==> config.mk <==
export PLATFORM = sky130hd
export DESIGN_NAME = nearest_upsample_2x_addr_gen_unit_flat
export DESIGN_NICKNAME = d
export VERILOG_FILES = /design/src/hdl/nus2x_pkg.sv /design/src/hdl/nus2x_ifs.sv /design/src/hdl/nus2x_csr.sv /design/src/hdl/nus2x_front.sv /design/src/hdl/nus2x_fifo.sv /design/src/hdl/nus2x_back.sv /design/src/hdl/nearest_upsample_2x_addr_gen_unit.sv /design/src/flat_wrapper.sv
export SDC_FILE = /design/constraint.sdc
export NUM_CORES = 1
export LEC_CHECK = 0
export ABC_CLOCK_PERIOD_IN_PS = 16900
export BUFFER_PORTS_ARGS = -buffer_cell sky130_fd_sc_hd__buf_2
export CAP_MARGIN = 5
export CORE_ASPECT_RATIO = 0.75
export CORE_MARGIN = 4
export CORE_UTILIZATION = 45
export DETAILED_ROUTE_END_ITERATION = 10
export GPL_TIMING_DRIVEN = 0
export PLACE_DENSITY = 0.66
export SYNTH_ARGS = -nofsm -noshare
export SYNTH_HDL_FRONTEND = slang
export SYNTH_SLANG_ARGS = --single-unit
==> constraint.sdc <==
create_clock -name clock -period 16.9 [get_ports clock]
set_input_delay 3.38 -clock clock [delete_from_list [all_inputs] [get_ports clock]]
set_output_delay 3.38 -clock clock [all_outputs]
set_load 0.05 [all_outputs]
==> src/hdl/nus2x_pkg.sv <==
// Shared types, constants and helpers for the 2x nearest upsample address generator.
package nus2x_pkg;

   // Defaults for the top-level size parameters
   localparam int unsigned DEF_MAX_CHAN   = 64;
   localparam int unsigned DEF_MAX_IN_DIM = 1024;
   localparam int unsigned DEF_MAX_IMAGES = 16;

   // Field widths
   localparam int unsigned DATA_W   = 32;
   localparam int unsigned INDEX_W  = 32;
   localparam int unsigned CHAN_RW  = 7;
   localparam int unsigned DIM_RW   = 11;
   localparam int unsigned BATCH_RW = 5;
   localparam int unsigned CSR_AW   = 8;
   localparam int unsigned CSR_DW   = 32;

   // channels * in_width product width
   localparam int unsigned PROD_W = CHAN_RW + DIM_RW;

   // Front-to-back queue (power of two so pointers wrap on their own)
   localparam int unsigned FIFO_DEPTH = 2;
   localparam int unsigned FIFO_PW    = (FIFO_DEPTH > 1) ? $clog2(FIFO_DEPTH) : 1;
   localparam int unsigned FIFO_CW    = $clog2(FIFO_DEPTH + 1);

   typedef enum logic [CSR_AW-1:0] {
      REG_CHANNELS    = 8'd0,
      REG_IN_WIDTH    = 8'd1,
      REG_IN_HEIGHT   = 8'd2,
      REG_BATCH_COUNT = 8'd3
   } nus2x_reg_type;

   localparam logic [1:0] CORNER_UL = 2'd0;
   localparam logic [1:0] CORNER_UR = 2'd1;
   localparam logic [1:0] CORNER_LL = 2'd2;
   localparam logic [1:0] CORNER_LR = 2'd3;

   // Geometry as used by the datapath (already clamped to legal range)
   typedef struct packed {
      logic [CHAN_RW-1:0]  channels;
      logic [DIM_RW-1:0]   in_width;
      logic [DIM_RW-1:0]   in_height;
      logic [BATCH_RW-1:0] batch_count;
   } nus2x_cfg_type;

   // One classified input element: upper-left output index and value
   typedef struct packed {
      logic [INDEX_W-1:0] ul_index;
      logic [DATA_W-1:0]  value;
      logic               job_end;
   } nus2x_entry_type;

   typedef struct packed {
      logic full;
      logic empty;
   } nus2x_fifo_stat_type;

   // Zero reads as one, anything above the limit reads as the limit
   function automatic logic [31:0] clamp_val(input logic [31:0] v, input logic [31:0] hi);
      logic [31:0] r;
      r = v;
      if (v == 32'd0) begin
         r = 32'd1;
      end else if (v > hi) begin
         r = hi;
      end
      return r;
   endfunction

endpackage

==> src/hdl/nus2x_ifs.sv <==
// Valid/ready channel interfaces: input samples, result beats and register writes.
interface nus2x_req_if
   import nus2x_pkg::*;
();
   logic              valid;
   logic              ready;
   logic [DATA_W-1:0] sample;

   modport source (output valid, output sample, input ready);
   modport sink   (input valid, input sample, output ready);
endinterface

interface nus2x_rsp_if
   import nus2x_pkg::*;
();
   logic               valid;
   logic               ready;
   logic [INDEX_W-1:0] out_index;
   logic [DATA_W-1:0]  out_value;
   logic [1:0]         corner;
   logic               last_of_item;
   logic               end_of_job;

   modport source (output valid, output out_index, output out_value, output corner,
                   output last_of_item, output end_of_job, input ready);
   modport sink   (input valid, input out_index, input out_value, input corner,
                   input last_of_item, input end_of_job, output ready);
endinterface

interface nus2x_csr_if
   import nus2x_pkg::*;
();
   logic              valid;
   logic              ready;
   logic [CSR_AW-1:0] reg_index;
   logic [CSR_DW-1:0] wdata;

   modport source (output valid, output reg_index, output wdata, input ready);
   modport sink   (input valid, input reg_index, input wdata, output ready);
endinterface

==> src/hdl/nus2x_csr.sv <==
// Geometry registers: clamp on write, restart pulse on every known write.
module nus2x_csr
   import nus2x_pkg::*;
#(
   parameter int unsigned MAX_CHAN   = DEF_MAX_CHAN,
   parameter int unsigned MAX_IN_DIM = DEF_MAX_IN_DIM,
   parameter int unsigned MAX_IMAGES = DEF_MAX_IMAGES
) (
   input  logic          clock,
   input  logic          reset,
   nus2x_csr_if.sink     csr,
   output nus2x_cfg_type cfg,
   output logic          restart
);

   nus2x_cfg_type cfg_ff, cfg_in;
   logic          hit;

   assign csr.ready = 1'b1;

   always_comb begin
      cfg_in = cfg_ff;
      hit    = 1'b0;
      if (csr.valid) begin
         case (csr.reg_index)
            REG_CHANNELS: begin
               cfg_in.channels = CHAN_RW'(clamp_val(32'(csr.wdata[CHAN_RW-1:0]),
                                                    32'(MAX_CHAN)));
               hit = 1'b1;
            end
            REG_IN_WIDTH: begin
               cfg_in.in_width = DIM_RW'(clamp_val(32'(csr.wdata[DIM_RW-1:0]),
                                                   32'(MAX_IN_DIM)));
               hit = 1'b1;
            end
            REG_IN_HEIGHT: begin
               cfg_in.in_height = DIM_RW'(clamp_val(32'(csr.wdata[DIM_RW-1:0]),
                                                    32'(MAX_IN_DIM)));
               hit = 1'b1;
            end
            REG_BATCH_COUNT: begin
               cfg_in.batch_count = BATCH_RW'(clamp_val(32'(csr.wdata[BATCH_RW-1:0]),
                                                        32'(MAX_IMAGES)));
               hit = 1'b1;
            end
            default: begin
               hit = 1'b0;
            end
         endcase
      end
   end

   always_ff @(posedge clock) begin
      if (reset) begin
         cfg_ff.channels    <= CHAN_RW'(1);
         cfg_ff.in_width    <= DIM_RW'(1);
         cfg_ff.in_height   <= DIM_RW'(1);
         cfg_ff.batch_count <= BATCH_RW'(1);
      end else begin
         cfg_ff <= cfg_in;
      end
   end

   assign cfg     = cfg_ff;
   assign restart = hit;

endmodule

==> src/hdl/nus2x_front.sv <==
// Front end: takes samples, walks the position counters, emits upper-left indexes.
module nus2x_front
   import nus2x_pkg::*;
#(
   parameter int unsigned MAX_CHAN   = DEF_MAX_CHAN,
   parameter int unsigned MAX_IN_DIM = DEF_MAX_IN_DIM,
   parameter int unsigned MAX_IMAGES = DEF_MAX_IMAGES
) (
   input  logic                clock,
   input  logic                reset,
   nus2x_req_if.sink           req,
   input  nus2x_cfg_type       cfg,
   input  logic                restart,
   input  nus2x_fifo_stat_type fstat,
   output logic                push,
   output nus2x_entry_type     entry
);

   localparam int unsigned CHAN_W = (MAX_CHAN > 1)   ? $clog2(MAX_CHAN)   : 1;
   localparam int unsigned DIM_W  = (MAX_IN_DIM > 1) ? $clog2(MAX_IN_DIM) : 1;
   localparam int unsigned IMG_W  = (MAX_IMAGES > 1) ? $clog2(MAX_IMAGES) : 1;

   logic [CHAN_W-1:0]  chan_pos_ff, chan_pos_in;
   logic [DIM_W-1:0]   col_pos_ff, col_pos_in;
   logic [DIM_W-1:0]   row_pos_ff, row_pos_in;
   logic [IMG_W-1:0]   image_pos_ff, image_pos_in;
   // pix_ptr: output index of channel 0 of the current pixel's UL corner
   // row_ptr: output index of the current input row's first UL element
   logic [INDEX_W-1:0] pix_ptr_ff, pix_ptr_in;
   logic [INDEX_W-1:0] row_ptr_ff, row_ptr_in;

   logic               last_chan, last_col, last_row, last_img, job_end;
   logic [PROD_W-1:0]  chan_x_width;
   logic [INDEX_W-1:0] row_step, pix_step, next_row;

   assign req.ready = !fstat.full;
   assign push      = req.valid && !fstat.full;

   assign last_chan = (32'(chan_pos_ff)  + 32'd1) >= 32'(cfg.channels);
   assign last_col  = (32'(col_pos_ff)   + 32'd1) >= 32'(cfg.in_width);
   assign last_row  = (32'(row_pos_ff)   + 32'd1) >= 32'(cfg.in_height);
   assign last_img  = (32'(image_pos_ff) + 32'd1) >= 32'(cfg.batch_count);
   assign job_end   = last_chan && last_col && last_row && last_img;

   // Two output rows per input row: 2 * channels * (2 * in_width)
   assign chan_x_width = PROD_W'(cfg.channels) * PROD_W'(cfg.in_width);
   assign row_step     = INDEX_W'(chan_x_width) << 2;
   assign pix_step     = INDEX_W'(cfg.channels) << 1;
   assign next_row     = row_ptr_ff + row_step;

   assign entry.ul_index = pix_ptr_ff + INDEX_W'(chan_pos_ff);
   assign entry.value    = req.sample;
   assign entry.job_end  = job_end;

   always_comb begin
      chan_pos_in  = chan_pos_ff;
      col_pos_in   = col_pos_ff;
      row_pos_in   = row_pos_ff;
      image_pos_in = image_pos_ff;
      pix_ptr_in   = pix_ptr_ff;
      row_ptr_in   = row_ptr_ff;
      if (restart || (push && job_end)) begin
         chan_pos_in  = '0;
         col_pos_in   = '0;
         row_pos_in   = '0;
         image_pos_in = '0;
         pix_ptr_in   = '0;
         row_ptr_in   = '0;
      end else if (push) begin
         if (!last_chan) begin
            chan_pos_in = chan_pos_ff + CHAN_W'(1);
         end else begin
            chan_pos_in = '0;
            if (!last_col) begin
               col_pos_in = col_pos_ff + DIM_W'(1);
               pix_ptr_in = pix_ptr_ff + pix_step;
            end else begin
               // next row (or next image, whose base follows the last row)
               col_pos_in = '0;
               pix_ptr_in = next_row;
               row_ptr_in = next_row;
               if (!last_row) begin
                  row_pos_in = row_pos_ff + DIM_W'(1);
               end else begin
                  row_pos_in   = '0;
                  image_pos_in = image_pos_ff + IMG_W'(1);
               end
            end
         end
      end
   end

   always_ff @(posedge clock) begin
      if (reset) begin
         chan_pos_ff  <= '0;
         col_pos_ff   <= '0;
         row_pos_ff   <= '0;
         image_pos_ff <= '0;
         pix_ptr_ff   <= '0;
         row_ptr_ff   <= '0;
      end else begin
         chan_pos_ff  <= chan_pos_in;
         col_pos_ff   <= col_pos_in;
         row_pos_ff   <= row_pos_in;
         image_pos_ff <= image_pos_in;
         pix_ptr_ff   <= pix_ptr_in;
         row_ptr_ff   <= row_ptr_in;
      end
   end

   a_job_end_clears: assert property (@(posedge clock) disable iff (reset)
      push && job_end |=> chan_pos_ff == '0 && col_pos_ff == '0 && row_pos_ff == '0
                          && image_pos_ff == '0 && pix_ptr_ff == '0)
      else $error("counters not cleared after end of job");

endmodule

==> src/hdl/nus2x_fifo.sv <==
// Short queue of classified elements between the front and back ends.
module nus2x_fifo
   import nus2x_pkg::*;
(
   input  logic                clock,
   input  logic                reset,
   input  logic                push,
   input  nus2x_entry_type     wr_entry,
   input  logic                pop,
   output nus2x_entry_type     rd_entry,
   output nus2x_fifo_stat_type fstat
);

   nus2x_entry_type     mem [FIFO_DEPTH];
   logic [FIFO_PW-1:0]  wr_ptr_ff, wr_ptr_in;
   logic [FIFO_PW-1:0]  rd_ptr_ff, rd_ptr_in;
   logic [FIFO_CW-1:0]  count_ff, count_in;
   logic                do_push, do_pop;

   assign fstat.full  = count_ff == FIFO_CW'(FIFO_DEPTH);
   assign fstat.empty = count_ff == '0;
   assign do_push     = push && !fstat.full;
   assign do_pop      = pop && !fstat.empty;
   assign rd_entry    = mem[rd_ptr_ff];

   always_comb begin
      wr_ptr_in = do_push ? wr_ptr_ff + FIFO_PW'(1) : wr_ptr_ff;
      rd_ptr_in = do_pop  ? rd_ptr_ff + FIFO_PW'(1) : rd_ptr_ff;
      count_in  = count_ff;
      if (do_push && !do_pop) begin
         count_in = count_ff + FIFO_CW'(1);
      end else if (do_pop && !do_push) begin
         count_in = count_ff - FIFO_CW'(1);
      end
   end

   always_ff @(posedge clock) begin
      if (do_push) begin
         mem[wr_ptr_ff] <= wr_entry;
      end
   end

   always_ff @(posedge clock) begin
      if (reset) begin
         wr_ptr_ff <= '0;
         rd_ptr_ff <= '0;
         count_ff  <= '0;
      end else begin
         wr_ptr_ff <= wr_ptr_in;
         rd_ptr_ff <= rd_ptr_in;
         count_ff  <= count_in;
      end
   end

   a_count_bound: assert property (@(posedge clock) disable iff (reset)
      count_ff <= FIFO_CW'(FIFO_DEPTH))
      else $error("queue count beyond depth");

   a_no_pop_empty: assert property (@(posedge clock) disable iff (reset)
      pop |-> !fstat.empty)
      else $error("pop from empty queue");

endmodule

==> src/hdl/nus2x_back.sv <==
// Back end: expands each element into four corner beats behind an output register.
module nus2x_back
   import nus2x_pkg::*;
(
   input  logic                clock,
   input  logic                reset,
   input  nus2x_cfg_type       cfg,
   input  nus2x_entry_type     head,
   input  nus2x_fifo_stat_type fstat,
   output logic                pop,
   nus2x_rsp_if.source         rsp
);

   nus2x_entry_type    cur_ff;
   logic               cur_valid_ff, cur_valid_in;
   logic [1:0]         corner_ff, corner_in;

   logic               rsp_valid_ff, rsp_valid_in;
   logic [INDEX_W-1:0] out_index_ff;
   logic [DATA_W-1:0]  out_value_ff;
   logic [1:0]         out_corner_ff;
   logic               out_last_ff;
   logic               out_end_ff;

   logic               out_free, emit, done;
   logic [PROD_W-1:0]  chan_x_width;
   logic [INDEX_W-1:0] row_off, offset;

   assign out_free = !rsp_valid_ff || rsp.ready;
   assign emit     = out_free && cur_valid_ff;
   assign done     = emit && (corner_ff == CORNER_LR);
   assign pop      = (!cur_valid_ff || done) && !fstat.empty;

   // one output row = channels * 2 * in_width elements
   assign chan_x_width = PROD_W'(cfg.channels) * PROD_W'(cfg.in_width);
   assign row_off      = INDEX_W'(chan_x_width) << 1;

   always_comb begin
      case (corner_ff)
         CORNER_UL: offset = '0;
         CORNER_UR: offset = INDEX_W'(cfg.channels);
         CORNER_LL: offset = row_off;
         CORNER_LR: offset = row_off + INDEX_W'(cfg.channels);
         default:   offset = '0;
      endcase
   end

   always_comb begin
      cur_valid_in = cur_valid_ff;
      corner_in    = corner_ff;
      if (pop) begin
         cur_valid_in = 1'b1;
         corner_in    = CORNER_UL;
      end else if (done) begin
         cur_valid_in = 1'b0;
      end else if (emit) begin
         corner_in = corner_ff + 2'd1;
      end
      rsp_valid_in = emit ? 1'b1 : (rsp.ready ? 1'b0 : rsp_valid_ff);
   end

   always_ff @(posedge clock) begin
      if (reset) begin
         cur_valid_ff <= 1'b0;
         corner_ff    <= CORNER_UL;
         rsp_valid_ff <= 1'b0;
      end else begin
         cur_valid_ff <= cur_valid_in;
         corner_ff    <= corner_in;
         rsp_valid_ff <= rsp_valid_in;
      end
   end

   always_ff @(posedge clock) begin
      if (pop) begin
         cur_ff <= head;
      end
      if (emit) begin
         out_index_ff  <= cur_ff.ul_index + offset;
         out_value_ff  <= cur_ff.value;
         out_corner_ff <= corner_ff;
         out_last_ff   <= corner_ff == CORNER_LR;
         out_end_ff    <= (corner_ff == CORNER_LR) && cur_ff.job_end;
      end
   end

   assign rsp.valid        = rsp_valid_ff;
   assign rsp.out_index    = out_index_ff;
   assign rsp.out_value    = out_value_ff;
   assign rsp.corner       = out_corner_ff;
   assign rsp.last_of_item = out_last_ff;
   assign rsp.end_of_job   = out_end_ff;

   a_burst_unbroken: assert property (@(posedge clock) disable iff (reset)
      rsp_valid_ff && rsp.ready && out_corner_ff != CORNER_LR |=> rsp_valid_ff)
      else $error("gap inside the four beats of one element");

endmodule

==> src/hdl/nearest_upsample_2x_addr_gen_unit.sv <==
// Top level of the 2x nearest-neighbor upsample address generator.
// Each accepted 32-bit sample of a channel-last batch (image, row, column,
// channel order) becomes four result beats carrying the sample unchanged and
// the flat output index of its upper-left, upper-right, lower-left and
// lower-right copy in the doubled image, in that corner order. The fourth beat
// sets last_of_item; the fourth beat of the batch's final sample also sets
// end_of_job; the counters wrap, starting a new job, once that sample is taken.
// Register writes (0 channels, 1 in_width, 2 in_height, 3 batch_count) keep
// its low field-width bits, clamp zero to one and values over MAX_* to MAX_*,
// and restart the job; unknown indexes are dropped. Write them only while no
// beats are pending. Each sample holds the result channel for four beats; it
// moves one beat per cycle while ready is high. The front end takes a sample
// per cycle into a 2-entry queue while the queue is not full, and the back
// end runs from a registered output stage, so input and output stall
// independently; a sample passes the queue, element and output registers.
module nearest_upsample_2x_addr_gen_unit
   import nus2x_pkg::*;
#(
   parameter int unsigned MAX_CHAN   = DEF_MAX_CHAN,
   parameter int unsigned MAX_IN_DIM = DEF_MAX_IN_DIM,
   parameter int unsigned MAX_IMAGES = DEF_MAX_IMAGES
) (
   input  logic         clock,
   input  logic         reset,
   nus2x_req_if.sink    req_chan,
   nus2x_rsp_if.source  rsp_chan,
   nus2x_csr_if.sink    csr_chan
);

   nus2x_cfg_type       cfg;
   logic                restart;
   nus2x_fifo_stat_type fstat;
   logic                push, pop;
   nus2x_entry_type     wr_entry, head;

   // geometry registers
   nus2x_csr #(
      .MAX_CHAN   (MAX_CHAN),
      .MAX_IN_DIM (MAX_IN_DIM),
      .MAX_IMAGES (MAX_IMAGES)
   ) u_csr (
      .clock   (clock),
      .reset   (reset),
      .csr     (csr_chan),
      .cfg     (cfg),
      .restart (restart)
   );

   // position counters, upper-left index per sample
   nus2x_front #(
      .MAX_CHAN   (MAX_CHAN),
      .MAX_IN_DIM (MAX_IN_DIM),
      .MAX_IMAGES (MAX_IMAGES)
   ) u_front (
      .clock   (clock),
      .reset   (reset),
      .req     (req_chan),
      .cfg     (cfg),
      .restart (restart),
      .fstat   (fstat),
      .push    (push),
      .entry   (wr_entry)
   );

   // decoupling queue
   nus2x_fifo u_fifo (
      .clock    (clock),
      .reset    (reset),
      .push     (push),
      .wr_entry (wr_entry),
      .pop      (pop),
      .rd_entry (head),
      .fstat    (fstat)
   );

   // four-corner expansion and output register
   nus2x_back u_back (
      .clock (clock),
      .reset (reset),
      .cfg   (cfg),
      .head  (head),
      .fstat (fstat),
      .pop   (pop),
      .rsp   (rsp_chan)
   );

endmodule
==> src/flat_wrapper.sv <==
// flat-port wrapper written by rule: the top's interface ports become plain ports
module nearest_upsample_2x_addr_gen_unit_flat import nus2x_pkg::*;
#(
   parameter int unsigned MAX_CHAN   = DEF_MAX_CHAN,
   parameter int unsigned MAX_IN_DIM = DEF_MAX_IN_DIM,
   parameter int unsigned MAX_IMAGES = DEF_MAX_IMAGES
)
  (clock, reset, req_chan_valid, req_chan_sample, req_chan_ready, rsp_chan_valid, rsp_chan_out_index, rsp_chan_out_value, rsp_chan_corner, rsp_chan_last_of_item, rsp_chan_end_of_job, rsp_chan_ready, csr_chan_valid, csr_chan_reg_index, csr_chan_wdata, csr_chan_ready);
  nus2x_req_if req_chan_i ();
  nus2x_rsp_if rsp_chan_i ();
  nus2x_csr_if csr_chan_i ();
  input  logic clock;
  input  logic reset;
  input wire logic [$bits(req_chan_i.valid)-1:0] req_chan_valid;
  input wire logic [$bits(req_chan_i.sample)-1:0] req_chan_sample;
  output wire logic [$bits(req_chan_i.ready)-1:0] req_chan_ready;
  output wire logic [$bits(rsp_chan_i.valid)-1:0] rsp_chan_valid;
  output wire logic [$bits(rsp_chan_i.out_index)-1:0] rsp_chan_out_index;
  output wire logic [$bits(rsp_chan_i.out_value)-1:0] rsp_chan_out_value;
  output wire logic [$bits(rsp_chan_i.corner)-1:0] rsp_chan_corner;
  output wire logic [$bits(rsp_chan_i.last_of_item)-1:0] rsp_chan_last_of_item;
  output wire logic [$bits(rsp_chan_i.end_of_job)-1:0] rsp_chan_end_of_job;
  input wire logic [$bits(rsp_chan_i.ready)-1:0] rsp_chan_ready;
  input wire logic [$bits(csr_chan_i.valid)-1:0] csr_chan_valid;
  input wire logic [$bits(csr_chan_i.reg_index)-1:0] csr_chan_reg_index;
  input wire logic [$bits(csr_chan_i.wdata)-1:0] csr_chan_wdata;
  output wire logic [$bits(csr_chan_i.ready)-1:0] csr_chan_ready;
  assign req_chan_i.valid = req_chan_valid;
  assign req_chan_i.sample = req_chan_sample;
  assign req_chan_ready = req_chan_i.ready;
  assign rsp_chan_valid = rsp_chan_i.valid;
  assign rsp_chan_out_index = rsp_chan_i.out_index;
  assign rsp_chan_out_value = rsp_chan_i.out_value;
  assign rsp_chan_corner = rsp_chan_i.corner;
  assign rsp_chan_last_of_item = rsp_chan_i.last_of_item;
  assign rsp_chan_end_of_job = rsp_chan_i.end_of_job;
  assign rsp_chan_i.ready = rsp_chan_ready;
  assign csr_chan_i.valid = csr_chan_valid;
  assign csr_chan_i.reg_index = csr_chan_reg_index;
  assign csr_chan_i.wdata = csr_chan_wdata;
  assign csr_chan_ready = csr_chan_i.ready;
  nearest_upsample_2x_addr_gen_unit #(.MAX_CHAN(MAX_CHAN), .MAX_IN_DIM(MAX_IN_DIM), .MAX_IMAGES(MAX_IMAGES)) u_core (.clock(clock), .reset(reset), .req_chan(req_chan_i), .rsp_chan(rsp_chan_i), .csr_chan(csr_chan_i));
endmodule
[Yosys cells after proc, flatten, opt, wreduce, memory -nomap -nowiden]
Memory sizes are Yosys's and may differ from the RTL's. A register that Yosys moved wholly into a read port is not among the register bits.
Index checks and enable logic that the tools add are counted.
Widths: inputs -> output; s select.
Operators by class
  eq/ne operators: 7
  multiply operators: 1
  add/sub/neg operators: 18
  magnitude comparators: 7
  bitwise gates (word level): 1
  multiplexer cells: 21
  reductions and logical operators: 42
Operators with widths (number)
  $pmux 32 s4: 1
  $add 32x20->32: 1
  $add 32x32->32: 1
  $add 32x6->32: 1
  $add 32x8->32: 1
  $mux 32: 1
  $add 10x1->11 const B: 2
  $ge 11x11->1: 2
  $mux 11: 2
  $add 10x1->10 const B: 2
  $add 19x7->20: 1
  $mux 10: 2
  $mul 7x11->18: 1
  $eq 8x2->1 const B: 2
  $mux 7: 2
  $logic_and 1x1->1: 13
  $reduce_and 2->1: 6
  $gt 11x11->1 const B: 1
  $logic_not 11->1: 1
  $mux 5: 2
  $eq 8x1->1 const B: 1
  $logic_not 8->1: 1
  $mux 1: 8
  $add 6x1->7 const B: 1
  25 further kinds: 41
Word-level totals
  memories: 1
  register bits: 204
  bits in writable memories: 130
  bits of input ports: 77
  word-level logic and storage cells: 119
Memories
  u_core.u_fifo.mem: words 2, bits a word 65, read ports 1, clocked after Yosys merged registers in 1, wr ports 1, line nus2x_fifo.sv:14  | nus2x_entry_type mem [FIFO_DEPTH];

[Logic depth before layout (Yosys ltp)]
Gate-level depths: netlist of run 1.
  depth in word-level cells: 10
  mapped depth: 33

[By module]
From an unflattened synthesis of run 1, not the netlist that was laid out.
Second synthesis, totals
  cell total of the unflattened synthesis: 2422
  area total of the unflattened synthesis: 25074.0 um^2
Modules (own cells, without submodules)
  nus2x_front: area an instance 9758.1 um^2, times used 1, cells each 1256
  nus2x_back: area an instance 8769.7 um^2, times used 1, cells each 749
  nus2x_fifo: area an instance 4901.0 um^2, times used 1, cells each 227
  nus2x_csr: area an instance 1645.3 um^2, times used 1, cells each 190

[Worst setup path after synthesis of run 1]
OpenSTA, ideal clock, no wires.
  path kind: in2reg
  start point: input rsp_chan_ready
  end point: register u_core.u_fifo.count_ff[1]
  buffers on the path: 0
  data required time: 16.829 ns
  setup time: 0.071 ns
  arrival time: 8.035 ns
  path slack: 8.795 ns
  stages: 7
  cell sequence: nand2b_1 > nand2_1 > a21oi_1 > inv_1 > ha_1 > or3_1 > a21oi_1
Between the ends
  word-level cells in the longest chain between the ends: 9
  elaborated cells on any way between the ends: 11
  those cells by class: 1 x mux; 10 x reduce/logical
Ends and longest elaborated chain
  from (decl): line flat_wrapper.sv:23  | input wire logic [$bits(rsp_chan_i.ready)-1:0] rsp_chan_ready;
  $logic_or 1x1->1 *: line nus2x_back.sv:29  | assign out_free = !rsp_valid_ff || rsp.ready;
  $logic_and 1x1->1 *: line nus2x_back.sv:30  | assign emit = out_free && cur_valid_ff;
  $logic_and 1x1->1 *: line nus2x_back.sv:31  | assign done = emit && (corner_ff == CORNER_LR);
  $logic_or 1x1->1 *: line nus2x_back.sv:32  | assign pop = (!cur_valid_ff || done) && !fstat.empty;
  $logic_and 1x1->1 *: line nus2x_back.sv:32
  via u_core.pop: line nearest_upsample_2x_addr_gen_unit.sv:33  | logic push, pop;
  $logic_and 1x1->1 *: line nus2x_fifo.sv:23  | assign do_pop = pop && !fstat.empty;
  $logic_not 1->1: line nus2x_fifo.sv:30  | if (do_push && !do_pop) begin
  $logic_and 1x1->1: line nus2x_fifo.sv:30
  $mux 2 / $reduce_bool 2->1 (equally long branches)
  to (signal assigned): line nus2x_fifo.sv:51  | count_ff <= count_in;
  to (decl): line nus2x_fifo.sv:17  | logic [FIFO_CW-1:0] count_ff, count_in;
Mark *: on every way through the listed nets, which the timed path passes. The rest lies on a longest branch.
A chain may end at the register's enable or synchronous reset.

[Worst setup path after layout of run 1]
  start point: register u_core.u_csr.cfg_ff, in the netlist u_core.u_csr.cfg[31]
  end point: register u_core.u_back.out_index_ff[24] (netlist: u_core.u_back.rsp.out_index[24]) (data pin)
Between the ends
  word-level cells in the longest chain between the ends: 4
Ends and longest elaborated chain
  from (decl): line nus2x_csr.sv:16  | nus2x_cfg_type cfg_ff, cfg_in;
  from (signal assigned): line nus2x_csr.sv:60  | cfg_ff <= cfg_in;
  $mul 7x11->18: line nus2x_back.sv:35  | assign chan_x_width = PROD_W'(cfg.channels) * PROD_W'(cfg.in_width);
  $add 19x7->20: line nus2x_back.sv:43  | CORNER_LR: offset = row_off + INDEX_W'(cfg.channels);
  $pmux 32 s4 *: line nus2x_back.sv:39  | case (corner_ff)
  $add 32x32->32 *: line nus2x_back.sv:79  | out_index_ff <= cur_ff.ul_index + offset;
  to (signal assigned): line nus2x_back.sv:79
  to (decl): line nus2x_back.sv:19  | logic [INDEX_W-1:0] out_index_ff;
Every way passes the cells marked *; elsewhere a longest branch is shown, timed or not. The select of a mux whose other input is x is not followed.

==> results_dict.tcl, run 1 <==
set metrics [dict create \
    max_stage_delay_ps 790 \
    setup_ws_ps 8200 \
    vias 16300 \
    grt.total_usage 0.206 \
    grt.overflow.total 0 \
    synth_ff_type "edfxtp_1" \
    min_period_ps 8700 \
    core_area_um2 48700 \
    drtIter0Drc 1451 \
    root_buffer "clkbuf_16" \
    start_kind "flip-flop" \
    peakVddDrop_mv 0.0782 \
    final_antenna_net_count 0 \
    syn_inst 2059 \
    final_area_um2 25200 \
    endpoint_kind "flip-flop" \
    antenna_found_initial 0 \
    internal-power_w 0.00207 \
    rrSetupSlack_ps 8200 \
    drv_cap 0 \
    arrival_ps 8990 \
    finalSetupViolations 0 \
    place_ws_ps 8360 \
    grt_pass1_wl_um 87500 \
    worst_slew_pin_slew_ps 1000 \
    path_class "reg -> reg" \
    relSlewSlack 0.325 \
    insertion_delay_ps 590 \
    clk_pin_slew_ps 60 \
    cp_common_cell "fa_1" \
    die_h_um 200 \
    p_leak_nw 9.97 \
    initial_core_util 0.455 \
    wl_um 55600 \
    grt_pass1_vias 15900 \
    cts_made_buffers 42 \
    tns_ps 0 \
    synth_seq_area_share 0.477 \
    htree_levels 2 \
    required_ps 17180 \
    antennaDiodeCount 0 \
    synth-edff-count 263 \
    p_per_area_nw_per_um2 121 \
    final_util 0.517 \
    ctsHoldBuffers 0 \
    rsz0062_at_grt "false" \
    hpwl_um 41500 \
    cp_slowest_cell "o41ai_2" \
    layout.nets 2492 \
    drc 0 \
    area_growth_pct 13.7 \
    comb_power_share 0.245 \
    netlist.area_leader.share 0.356 \
    finClkSkew_ps 45.5 \
    hold_class "reg -> reg" \
    switchingPower_w 0.000979 \
    asyncSetResetFlopFracSynth 0 \
    p_clk_frac 0.314 \
    wl_per_cell_um 19.1 \
    slew_viol_final 0 \
    grt_max_degree 65 \
    io_pins 148 \
    finalHoldViolCount 0 \
    yosysUniqueCellTypes 109 \
    seqPwrFrac 0.441 \
    yosysTopAreaCell "edfxtp_1" \
    die_w_um 264 \
    swShare 0.321 \
    syn_nets 2319 \
    dieArea_um2 52900 \
    drt-pass1-iter-count 6 \
    cts_tree "yes" \
    avgSynthCellArea_um2 10.8 \
    via_per_inst 5.58 \
    synth-seq-cells 396 \
    cts_resized 0 \
    status "completed" \
    place_congestion 0.917 \
    synth_area_um2 22200 \
    post_cts_buffers 0 \
    clockBufferDepth 3 \
    io_buffer_count 123 \
    max_freq_ghz 0.115 \
    post_dp_cell_area_um2 23700 \
    synth_area_leaders "edfxtp_1, dfxtp_1, ha_1" \
    fp-row-count 70 \
    ys_warn_count 0 \
    final_layout_size_suffix_gt1_frac 0.146 \
    worst-path-max-fanout 9 \
    timing.final.crit_share 0.515 \
    cts_sinks 396 \
]
-- power groups by stage --
stage	combinational [W]	sequential, W	clock [W]
after global routing	0.000803	0.00136	0.00102
after floorplan	0.000342	0.00155	0
final	0.000748	0.00134	0.000957
after global placement	0.000710	0.00139	0
after detailed placement	0.000751	0.00137	0
after CTS	0.000755	0.00135	0.000980
-- cells by family (layout without fill, tap and decap cells) --
family,Yosys count,in the layout,synth area share
AOI/OAI and AO/OA,389,389,0.119
xor gates and xnor gates,138,138,0.0554
adders and majority gates,183,183,0.120
buffers and inverters,192,397,0.0360
DFF,396,396,0.477
muxes,91,91,0.0453
other,1,1,0.000169
and+or+nand+nor,669,669,0.148
-- synth_stat cells (32+ instances only) --
cell type	count
edfxtp_1	263
nor2_1	220
nand2_1	170
ha_1	135
dfxtp_1	133
a21oi_1	115
inv_1	110
xnor2_1	77
mux2_2	66
o21ai_0	61
xor2_1	60
clkbuf_1	49
fa_1	48
nor3_1	48
nand3_1	40
a21o_1	32
-- final cells by class --
cell class,instances,area (µm²)
plain buffers,77,367
clock buffers,54,1160
clock inverters,22,295
fillers,4341,23500
inverters,115,432
multi-input cells,1471,10800
flip-flops and latches,396,10600
well taps,648,811
repair buffers,129,751
-- stage by stage --
step	hold WS (ps)	power (W)	instances
3_5_place_dp	405	0.00212	2836
2_1_floorplan	400	0.00189	2059
5_1_grt	397	0.00319	2912
4_1_cts	377	0.00308	2912
3_3_place_gp	402	0.00210	2830
6_report	383	0.00305	2912
-- registers in the layout, summed over array words and instances, names as in the netlist --
signal,count
u_core.u_back.rsp.corner,2
u_core.u_front.row_pos_ff,10
u_core.u_back.cur_valid_ff,1
u_core.u_csr.cfg,34
u_core.u_back.cur_ff,65
u_core.u_front.pix_ptr_ff,31
u_core.u_front.col_pos_ff,10
u_core.u_front.row_ptr_ff,30
u_core.u_fifo.wr_ptr_ff,1
u_core.u_fifo.count_ff,2
u_core.u_back.rsp.end_of_job,1
u_core.u_back.rsp.valid,1
u_core.u_back.rsp.out_index,32
u_core.u_fifo.rd_ptr_ff,1
u_core.u_fifo.mem,130
u_core.u_back.corner_ff,2
u_core.u_front.image_pos_ff,4
u_core.u_back.rsp.last_of_item,1
u_core.u_front.chan_pos_ff,6
u_core.u_back.rsp.out_value,32
-- layout by cell type, fill, tap and decap left out, types with 20 or more instances in the layout --
cell type    n
a21o_1      32
a21oi_1    114
a22oi_1     21
and2_1      20
and3_1      30
buf_2      139
clkbuf_1    55
clkbuf_16   42
dfxtp_1    133
edfxtp_1   263
fa_1        48
ha_1       135
inv_1      110
mux2_2      66
mux2i_1     23
nand2_1    170
nand3_1     40
nor2_1     219
nor2b_1     20
nor3_1      48
o21a_1      21
o21ai_0     61
xnor2_1     77
xor2_1      60
-- final timing paths --
kind,start,to,cells after the start
worst max register to register,u_core.u_csr.cfg[31],u_core.u_back.rsp.out_index[24],29
worst max-delay path,u_core.u_csr.cfg[31],u_core.u_back.rsp.out_index[24],29
worst min register to register,u_core.u_back.cur_ff[5],u_core.u_back.rsp.out_value[4],0
worst min-delay path,u_core.u_back.cur_ff[5],u_core.u_back.rsp.out_value[4],0
-- critical path: cells and delay by family (launching register included) --
family / cells / cell delay, ps
and+or+nand+nor: 7 / 1510
adders and majority gates: 6 / 2620
DFF: 1 / 730
xor gates and xnor gates: 2 / 560
buffers and inverters: 6 / 1210
AOI/OAI and AO/OA: 8 / 1750
-- metal layers --
metal | up-vias | routed length [µm] | global-route usage
met5 | - | 0 | 0
met4 | 0 | 1410 | 0.0607
met3 | 85 | 4320 | 0.0452
met2 | 563 | 24200 | 0.311
met1 | 7846 | 25700 | 0.299
li1 | 7759 | - | -
Power figures use the tool's default switching activity.
==> inputs of run 2 (changes only) <==
--- a/config.mk
+++ b/config.mk
@@ -5,7 +5,7 @@
 export SDC_FILE = /design/constraint.sdc
 export NUM_CORES = 1
 export LEC_CHECK = 0
-export ABC_CLOCK_PERIOD_IN_PS = 16900
+export ABC_CLOCK_PERIOD_IN_PS = 8300
 export BUFFER_PORTS_ARGS = -buffer_cell sky130_fd_sc_hd__buf_2
 export CAP_MARGIN = 5
 export CORE_ASPECT_RATIO = 0.75
==> constraint.sdc (replaced) <==
create_clock -name clock -period 8.3 [get_ports clock]
set_input_delay 1.66 -clock clock [delete_from_list [all_inputs] [get_ports clock]]
set_output_delay 1.66 -clock clock [all_outputs]
set_load 0.05 [all_outputs]
==> run 2 against run 1 <==
Compared with the run above:
- register-to-register slack got worse by 8000 ps
- sequential share of layout area decreased by 0.11 points
- die area unchanged
==> results_dict.tcl, run 2 (synthesis gave the netlist of run 1 again) <==
set metrics [dict create \
    cp_common_cell "fa_1" \
    arrival_ps 8340 \
    max_freq_ghz 0.124 \
    worst_slew_pin_slew_ps 999 \
    swShare 0.321 \
    peakVddDrop_mv 0.159 \
    clockBufferDepth 3 \
    final_antenna_net_count 0 \
    final_cell_mix "edfxtp_1, nor2_1, nand2_1" \
    rrSetupSlack_ps 250 \
    regArea_um2 10600 \
    clk_pin_slew_ps 60 \
    final_area_um2 25300 \
    layout.nets 2496 \
    grt.overflow.total 0 \
    timing.rr.start "u_core.u_csr.cfg[28]" \
    whs_endpoint "u_core.u_back.rsp.out_value[4]" \
    tns_ps 0 \
    layout.cells.non_filler 2916 \
    p_leak_nw 10.0 \
    wl_per_cell_um 19.1 \
    whs_path_depth 0 \
    fillers 4331 \
    worst-path-max-fanout 10 \
    io_pins 148 \
    hpwl_um 41500 \
    min_period_ps 8050 \
    seqPwrFrac 0.441 \
    dieArea_um2 52900 \
    initial_core_util 0.455 \
    largest-register "u_core.u_fifo.mem" \
    place_congestion 0.917 \
    hp-start "u_core.u_back.cur_ff[5]" \
    grt_pass1_vias 15800 \
    drv_cap 0 \
    slew_viol_final 0 \
    post_dp_cell_area_um2 23700 \
    drc 0 \
    wl_um 55700 \
    final_layout_size_suffix_gt1_frac 0.153 \
    fp-row-count 70 \
    drtIter0Drc 1580 \
    cts_tree "yes" \
    die_w_um 264 \
    io_buffer_count 123 \
    switchingPower_w 0.00200 \
    root_buffer "clkbuf_16" \
    path_class "reg -> reg" \
    max_stage_delay_ps 680 \
    finClkSkew_ps 44.3 \
    antenna_found_initial 0 \
    finalSetupViolations 0 \
    grt_max_degree 65 \
    hold_class "reg -> reg" \
    crit_buf_inv 8 \
    insertion_delay_ps 590 \
    final_common_cell "edfxtp_1" \
    area_growth_pct 14.1 \
    vias 16300 \
    via_per_inst 5.57 \
    place_ws_ps -235 \
    start_kind "flip-flop" \
    grt.total_usage 0.206 \
    r2r_cells 31 \
    core_area_um2 48700 \
    die_h_um 200 \
    largest_reg_flops 130 \
    endpoint_kind "flip-flop" \
    timing.final.crit_share 0.970 \
    p_per_area_nw_per_um2 246 \
    p_clk_frac 0.314 \
    required_ps 8590 \
    comb_power_share 0.246 \
    crit_family "adder cells" \
    internal-power_w 0.00422 \
    cts_sinks 396 \
    timing.rr.end "u_core.u_back.rsp.out_index[24]" \
    setup_ws_ps 248 \
    multiInputGateArea_um2 10800 \
    antennaDiodeCount 0 \
    status "completed" \
    cp_slowest_cell "dfxtp_1" \
    cts_made_buffers 42 \
    post-place-cells 2836 \
    finalHoldViolCount 0 \
    relSlewSlack 0.330 \
    grt_pass1_wl_um 87500 \
    drt-pass1-iter-count 6 \
    htree_levels 2 \
]
-- run 2: cell count changes in the layout (fill, tap and decap cells not counted), moves of 3 or more --
cell,previous run,this run
buf_4,3,9
clkinv_1,9,6
clkinvlp_4,2,7
dfxtp_1,133,130
-- run 2: per-layer routing --
metal | wire [µm] | vias up | track usage
met4 | 1460 | 0 | 0.0607
met3 | 4280 | 93 | 0.0452
met1 | 25800 | 7798 | 0.299
met2 | 24100 | 590 | 0.311
li1 | - | 7771 | -
met5 | 0 | - | 0
-- run 2: layout make-up --
class,count,area share
clock inverters,22,0.0117
multi-input cells,1471,0.429
inverters,115,0.0178
flip-flops and latches,396,0.418
repair buffers,135,0.0315
plain buffers,75,0.0142
clock buffers,54,0.0457
well taps,648,0.0321
-- run 2: how the worst max path moves through the flow --
stage	depth (start not counted)	endpoint	from
5_1_grt	31	u_core.u_back.rsp.out_index[24]	u_core.u_csr.cfg[29]
3_5_place_dp	29	u_core.u_back.rsp.out_index[28]	u_core.u_csr.cfg[32]
4_1_cts	30	u_core.u_back.rsp.out_index[24]	u_core.u_csr.cfg[29]
3_3_place_gp	29	u_core.u_back.rsp.out_index[24]	u_core.u_csr.cfg[32]
6_report	31	u_core.u_back.rsp.out_index[24]	u_core.u_csr.cfg[28]
2_1_floorplan	30	u_core.u_back.rsp.out_index[23]	u_core.u_csr.cfg[29]
-- run 2: worst register-to-register path: cells and delay by family, from the launching register on --
| family | cells | cell delay, ps |
|---|---|---|
| adder cells (fa/ha/maj) | 6 | 2540 |
| AND/OR/NAND/NOR | 7 | 1360 |
| buffers and inverters | 8 | 1360 |
| AO/OA/AOI/OAI | 8 | 1320 |
| flip-flops | 1 | 680 |
| XOR/XNOR | 2 | 520 |
-- run 2: stage by stage --
step                      hold WS [ps]  total power [W]   util
after detailed placement           405          0.00431  0.488
final                              381          0.00621  0.519
after global placement             402          0.00427  0.484
after floorplan                    400          0.00385      -
after global routing               397          0.00649  0.519
after CTS                          377          0.00627  0.518
-- run 2: power groups by stage --
stage                     combinational [W]  sequential [W]  clock (W)
after global routing                0.00164         0.00277    0.00208
after detailed placement            0.00153         0.00278          0
final                               0.00153         0.00274    0.00195
after floorplan                    0.000697         0.00315          0
after CTS                           0.00154         0.00274    0.00200
after global placement              0.00145         0.00283          0
-- run 2: what timing repair did --
item                                    4_1_cts  5_1_grt
setup buffers                                 0        6
endpoints found under the setup margin        8       12
resized for setup                             4        9
gates cloned                                  0        0
pin swaps                                     0        1
hold buffers                                  0        0
